**config.mk**
```make
export PLATFORM = sky130hd
export DESIGN_NAME = pbss_ctrl
export DESIGN_NICKNAME = d
export VERILOG_FILES = /design/src/sv/pbss_pkg.sv /design/src/sv/pbss_ctrl.sv
export SDC_FILE = /design/constraint.sdc
export NUM_CORES = 1
export LEC_CHECK = 0
export BUFFER_PORTS_ARGS = -buffer_cell sky130_fd_sc_hd__buf_2
export CORE_MARGIN = 2
export CORE_UTILIZATION = 45
export DETAILED_ROUTE_END_ITERATION = 16
export PLACE_DENSITY = 0.7
export SYNTH_ARGS = -nofsm -noshare
export SYNTH_HDL_FRONTEND = slang
export SYNTH_SLANG_ARGS = --single-unit
```
**constraint.sdc**
```tcl
create_clock -name clk_i -period 2.4 [get_ports clk_i]
set_input_delay 0.48 -clock clk_i [delete_from_list [all_inputs] [get_ports clk_i]]
set_output_delay 0.48 -clock clk_i [all_outputs]
set_load 0.01 [all_outputs]
```
**src/sv/pbss_pkg.sv**
```systemverilog
// Package for the priority bucket sprite sorter.
// Holds default sizes, field widths, result codes and controller/datapath interface structs.
// No dependencies.
package pbss_pkg;

  localparam int NUM_BUCKETS_DEF  = 512;
  localparam int BUCKET_DEPTH_DEF = 14;
  localparam int TOTAL_LIMIT_DEF  = 128;

  localparam int PRIO_W  = 9;
  localparam int IDX_W   = 8;
  localparam int SLOT_W  = 7;
  localparam int CNT_W   = 8;
  localparam int POS_W   = 4;
  localparam int QUO_W   = 6;
  localparam int RECIP_SH = 18;

  localparam logic [CNT_W:0] SLOT_LIMIT = 9'h07F;

  typedef enum logic [2:0] {
    ST_INSERTED    = 3'd0,
    ST_TABLE_FULL  = 3'd1,
    ST_BUCKET_FULL = 3'd2,
    ST_SORTED      = 3'd3,
    ST_EMPTY       = 3'd4,
    ST_OVERFLOW    = 3'd5
  } status_e;

  // Commands from the controller to the datapath
  typedef struct packed {
    logic load;
    logic refuse;
    logic ins_commit;
    logic empty_end;
    logic over_end;
    logic drain_start;
    logic drain_lost;
    logic drain_skip;
    logic drain_fix;
    logic drain_commit;
    logic clr_step;
    logic fin_move;
  } dp_cmd_t;

  // Status from the datapath to the controller
  typedef struct packed {
    logic kind;
    logic draining;
    logic refuse;
    logic main_zero;
    logic over;
    logic bkt_end;
    logic cnt_zero;
    logic clr_last;
    logic out_free;
  } dp_sts_t;

endpackage

```
**src/sv/pbss_ctrl.sv**
```systemverilog
// Controller state machine for the priority bucket sprite sorter.
// Sequences insert, drain and clearing-pass steps. Depends on pbss_pkg.
module pbss_ctrl (
  input  logic              clk_i,
  input  logic              rst_ni,
  input  logic              in_valid_i,
  output logic              in_stall_o,
  input  pbss_pkg::dp_sts_t sts_i,
  output pbss_pkg::dp_cmd_t cmd_o
);
  import pbss_pkg::*;

  typedef enum logic [10:0] {
    S_CLR    = 11'b00000000001,
    S_IDLE   = 11'b00000000010,
    S_DEC    = 11'b00000000100,
    S_INS_A  = 11'b00000001000,
    S_INS_RD = 11'b00000010000,
    S_INS_WR = 11'b00000100000,
    S_DR_RD  = 11'b00001000000,
    S_DR_CHK = 11'b00010000000,
    S_DR_ADR = 11'b00100000000,
    S_DR_ENT = 11'b01000000000,
    S_FIN    = 11'b10000000000
  } state_e;

  state_e state_q, state_d;
  logic   clr_after_q, clr_after_d;

  assign in_stall_o = (state_q != S_IDLE);

  // Next state and command decode
  always_comb begin
    state_d     = state_q;
    clr_after_d = clr_after_q;
    cmd_o       = '0;
    unique case (state_q)
      S_CLR: begin
        cmd_o.clr_step = 1'b1;
        if (sts_i.clr_last) begin
          clr_after_d = 1'b0;
          state_d     = S_IDLE;
        end
      end
      S_IDLE: begin
        if (in_valid_i) begin
          cmd_o.load = 1'b1;
          state_d    = S_DEC;
        end
      end
      S_DEC: begin
        if (!sts_i.kind) begin
          if (sts_i.refuse) begin
            cmd_o.refuse = 1'b1;
            state_d      = S_FIN;
          end else begin
            state_d = S_INS_A;
          end
        end else if (sts_i.draining) begin
          state_d = S_DR_RD;
        end else if (sts_i.main_zero) begin
          cmd_o.empty_end = 1'b1;
          state_d         = S_FIN;
        end else if (sts_i.over) begin
          cmd_o.over_end = 1'b1;
          clr_after_d    = 1'b1;
          state_d        = S_FIN;
        end else begin
          cmd_o.drain_start = 1'b1;
          state_d           = S_DR_RD;
        end
      end
      S_INS_A:  state_d = S_INS_RD;
      S_INS_RD: state_d = S_INS_WR;
      S_INS_WR: begin
        cmd_o.ins_commit = 1'b1;
        state_d          = S_FIN;
      end
      S_DR_RD: begin
        if (sts_i.bkt_end) begin
          cmd_o.drain_lost = 1'b1;
          clr_after_d      = 1'b1;
          state_d          = S_FIN;
        end else begin
          state_d = S_DR_CHK;
        end
      end
      S_DR_CHK: begin
        if (sts_i.cnt_zero) begin
          cmd_o.drain_skip = 1'b1;
          state_d          = S_DR_RD;
        end else begin
          cmd_o.drain_fix = 1'b1;
          state_d         = S_DR_ADR;
        end
      end
      S_DR_ADR: state_d = S_DR_ENT;
      S_DR_ENT: begin
        cmd_o.drain_commit = 1'b1;
        state_d            = S_FIN;
      end
      S_FIN: begin
        if (sts_i.out_free) begin
          cmd_o.fin_move = 1'b1;
          state_d        = clr_after_q ? S_CLR : S_IDLE;
        end
      end
      default: state_d = S_IDLE;
    endcase
  end

  // State registers; reset starts with the count clearing pass
  always_ff @(posedge clk_i or negedge rst_ni) begin
    if (!rst_ni) begin
      state_q     <= S_CLR;
      clr_after_q <= 1'b0;
    end else begin
      state_q     <= state_d;
      clr_after_q <= clr_after_d;
    end
  end

endmodule

```
Word level (Yosys, flattened, before mapping)
Cells that the tools add are included.
{"block": "totals", "reg_bits": 12, "word_cells": 67}
{"block": "classes", "reduce_logical": 4, "mux": 41, "eq_ne": 20}
{"cell": "$pmux 11 s10", "count": 1}
{"cell": "$mux 11", "count": 9}
{"cell": "$mux 1", "count": 23}
{"cell": "$ne 2x2->1 const B", "count": 8}
{"cell": "$eq 11x1->1 const B", "count": 1}
{"cell": "$eq 11x10->1 const B", "count": 1}
{"cell": "$eq 11x11->1 const B", "count": 1}
{"cell": "$eq 11x2->1 const B", "count": 1}
{"cell": "$eq 11x3->1 const B", "count": 1}
{"cell": "$eq 11x4->1 const B", "count": 1}
{"cell": "$eq 11x5->1 const B", "count": 1}
{"cell": "$eq 11x6->1 const B", "count": 1}
{"cell": "$eq 11x7->1 const B", "count": 1}
{"cell": "$eq 11x8->1 const B", "count": 1}
{"cell": "$eq 11x9->1 const B", "count": 1}
{"cell": "$ne 11x2->1 const B", "count": 1}
{"cell": "$mux 3", "count": 3}
{"cell": "$mux 9", "count": 1}
{"cell": "$reduce_and 7->1", "count": 1}
{"cell": "$mux 2", "count": 3}
{"cell": "$pmux 1 s3", "count": 1}
{"cell": "$reduce_and 3->1", "count": 1}
{"cell": "$reduce_bool 3->1", "count": 1}
{"cell": "$reduce_or 2->1", "count": 1}

Depth between registers and ports, before layout
{"block": "depth", "ltp_word": 5, "depth_mapped": 6}

Worst setup path before layout
Ideal clock, no wire load.
{"block": "synth_timing", "path_kind": "reg-to-output", "start": "register state_q[3]", "end": "output port cmd_o[6] in the netlist's numbering", "slack_ns": 0.466, "required_time_ns": 1.920, "arrival_time_ns": 1.454, "n_path_buf": 0, "stages_incl_launch_ff": 4, "cell_sequence": "dfrtp_1 -> nor4b_2 -> nand4_1 -> nor4_1"}
{"item": "start, declared", "line": "pbss_ctrl.sv:27", "rtl": "state_e state_q, state_d;"}
{"item": "start signal, assigned", "line": "pbss_ctrl.sv:118", "rtl": "state_q <= state_d;"}
{"item": "end, declared", "line": "pbss_ctrl.sv:9", "rtl": "output pbss_pkg::dp_cmd_t cmd_o"}

==> results.md <==
- Outcome: completed
- Number of CTS-inserted buffers: 3
- Main synth FF type: dfrtp_1
- Detail Route Antenna Nets: 0
- Number of clock sinks: 12
- Root Driver: clkbuf_4
- Measured slew at the worst slew-check pin: 0.4574 ns
- Grt ovf: 0
- Hpwl dp: approximately 1500 um
- Post-route insts no fill: 135
- GPL Wtd Cong: just over 0.8
- Wire length per cell: between 10 and 15 um
- Post-synth EDFFs: 0
- Clock H-tree levels: 1
- DIE AREA: 2127 sq um
- Tcrit/Tclk final: 96.81%
- Time the worst path needs with I/O delays and setup: about 2.3 ns
- Gr usage total: 20.83%
- Data required, critical path: 1.92 ns
- CP Capture Type: output pin
- Placed cell count: ~130
- RSZ-0062 raised after global routing: yes
- Crit Path Category: flip-flop to output pin
- Worst-Skew Late Latency: 0.28 ns
- Core ar.: 1689 sq um
- Sequential cell area: around 300 sq um
- Yosys warnings: 0
- Die Y: around 46 um
- Setup Skew: 0.003204 ns
- Synth cell types: 37
- Max Fclk: between 400 and 500 MHz
- Most area-consuming cells after synthesis: dfrtp_1, nor2_1, nor3_1
- Worst Setup Start Kind: flip-flop
- Hold Crit Class: input pin to async pin
- Largest net degree at the start of global routing: 13
- Slew Limit Fails: 0
- Syn_area_per_cell: 9.071 sq um
- Number of global-route vias before repair: 702
- Worst-path fanout max: 5
- I/O pin total: 25
- Final setup fails: 0
- Hold-fix buffers, CTS: 0
- Drt first-iter violations: 11
- Reg2reg path depth: 8
- IO buf count: 24
- Most instantiated cells after synthesis: dfrtp_1, nor2_1, nor3_1
- Pleak: 0.5095 nW
- Initial antenna violation count: 0
- Sequential share of the synthesized area: 37.77%
- Router iterations before antenna repair: 4
- Layout cells sized above 1: 40.68%
- Ys async rst share: 100.0%
- Avg Vias per Cell: 5.800
- Chip Width: 46.12 um
- Antenna Diode Count: 0
- Crit path from: state_q[3]$_DFFE_PN0P_
- Mapped Cells: around 90
- Area delta synth->final: 26.65%
- PD cells: 746.9 nW/um^2
- # nets final: 131
- Initial Util: 47.26%
- First-pass GRT wire length: 3042 um
- Post-route DRC violation count: 0
- Total of max-cap violations: 0
- Worst-path clk slew: 0.08 ns
- Syn nets: 100
- Max transition margin: 69.08%
- Fillers: 155
- Final Hold Fails: 0
- Mapped cell area: 798.3 sq um
- Synth top area share: 34.48%
- DRT Wirelength: 1941 um
- Yosys reg bits: 12
- Multi-input gate area: 493.0 sq um
- FP Rows: 15
- Worst Path Arrival: 1.84 ns
- Clock Tree Buf Depth: 2
- Layout Utilization: 59.85%
- Max IR drop VDD: between 0.3 and 0.4 mV
- Worst r2r src: state_q[0]$_DFFE_PN1P_
- Vias: between 700 and 800
- CTS tree: done
- Cell taking the most area after synthesis: dfrtp_1
## critical path: stages, from the launching register on
cell	delay, ns
dfrtp_2	0.45
nor4_4	0.35
nand2_2	0.12
nor4b_4	0.33
and2_4	0.21
buf_6	0.09
## where the power goes
| part | leakage (nW) | internal [mW] | total (mW) | switching [mW] |
|---|---|---|---|---|
| clock network | 0.0150 | 0.0646 | 0.137 | 0.0726 |
| registers | 0.156 | 0.233 | 0.279 | 0.0460 |
| logic | 0.338 | 0.159 | 0.339 | 0.180 |
## cell usage in the layout (no fill, tap or decap), types with 3 or more instances in the layout
cell      count
buf_2        23
nor2_1       11
dfrtp_1      10
nor3_1        6
inv_1         5
o21ai_0       5
nand2_1       3
nand4_1       3
nor2b_1       3
nand2b_1      3
xor2_1        3
clkbuf_4      3
buf_4         3
## path summary, 6_finish.rpt
kind	slack [ns]	end
max reg2reg	0.44	state_q[1]$_DFFE_PN0P_
min reg2reg	0.53	state_q[0]$_DFFE_PN1P_
max	0.08	cmd_o[4]
max in group asynchronous	2.06	state_q[0]$_DFFE_PN1P_
min in group clk_i	0.37	state_q[8]$_DFFE_PN0P_
min	0.06	state_q[10]$_DFFE_PN0P_
## cells by family after synthesis
| family | share of synthesized area, % |
|---|---|
| and+or+nand+nor | 43.57 |
| xor gates and xnor gates | 3.292 |
| muxes | 1.411 |
| AOI/OAI and AO/OA | 10.66 |
| DFF | 37.77 |
| buffers and inverters | 3.292 |
## registers in the layout, summed over array words and instances (netlist names)
name,flops
state_q,11
clr_after_q,1
## stage by stage
stage	instance area, sq um	total power [mW]	setup WS [ns]	hold slack (ns)	setup TNS (ns)
6_report	1011	0.7551	0.07665	0.06024	0
5_1_grt	1011	0.8080	-0.06158	0.07385	-0.1645
4_1_cts	989.7	0.7476	0.004428	0.06829	0
3_5_place_dp	939.7	0.5849	0.2609	0.3766	0
3_3_place_gp	939.7	0.5778	0.3377	0.3764	0
2_1_floorplan	798.3	0.4892	0.4656	0.1844	0
## layer usage
layer  vias up  part of all wire [%]  GRT usage, %
met3         2                   5.2         2.745
met4         0                   1.2         10.29
met2        32                    51         34.72
met1       360                    42         26.16
met5         -                     0             0
li1        389                     -             -
## cell type report
type	instances	area share, %
inverter	5	1.856
tap	17	2.104
sequential	12	29.95
timing repair buffer	27	14.73
clock buffer	4	2.599
multi-input combinational	70	48.76
## timing repair
| action | CTS | global route |
|---|---|---|
| endpoints found under the hold margin | 0 | 0 |
| resized for setup | 1 | 5 |
| pin swaps | 1 | 4 |
| endpoints found under the setup margin | 3 | 3 |
| setup buffers | 2 | 0 |
| cloned | 0 | 0 |
Power figures use the tool's default switching activity.
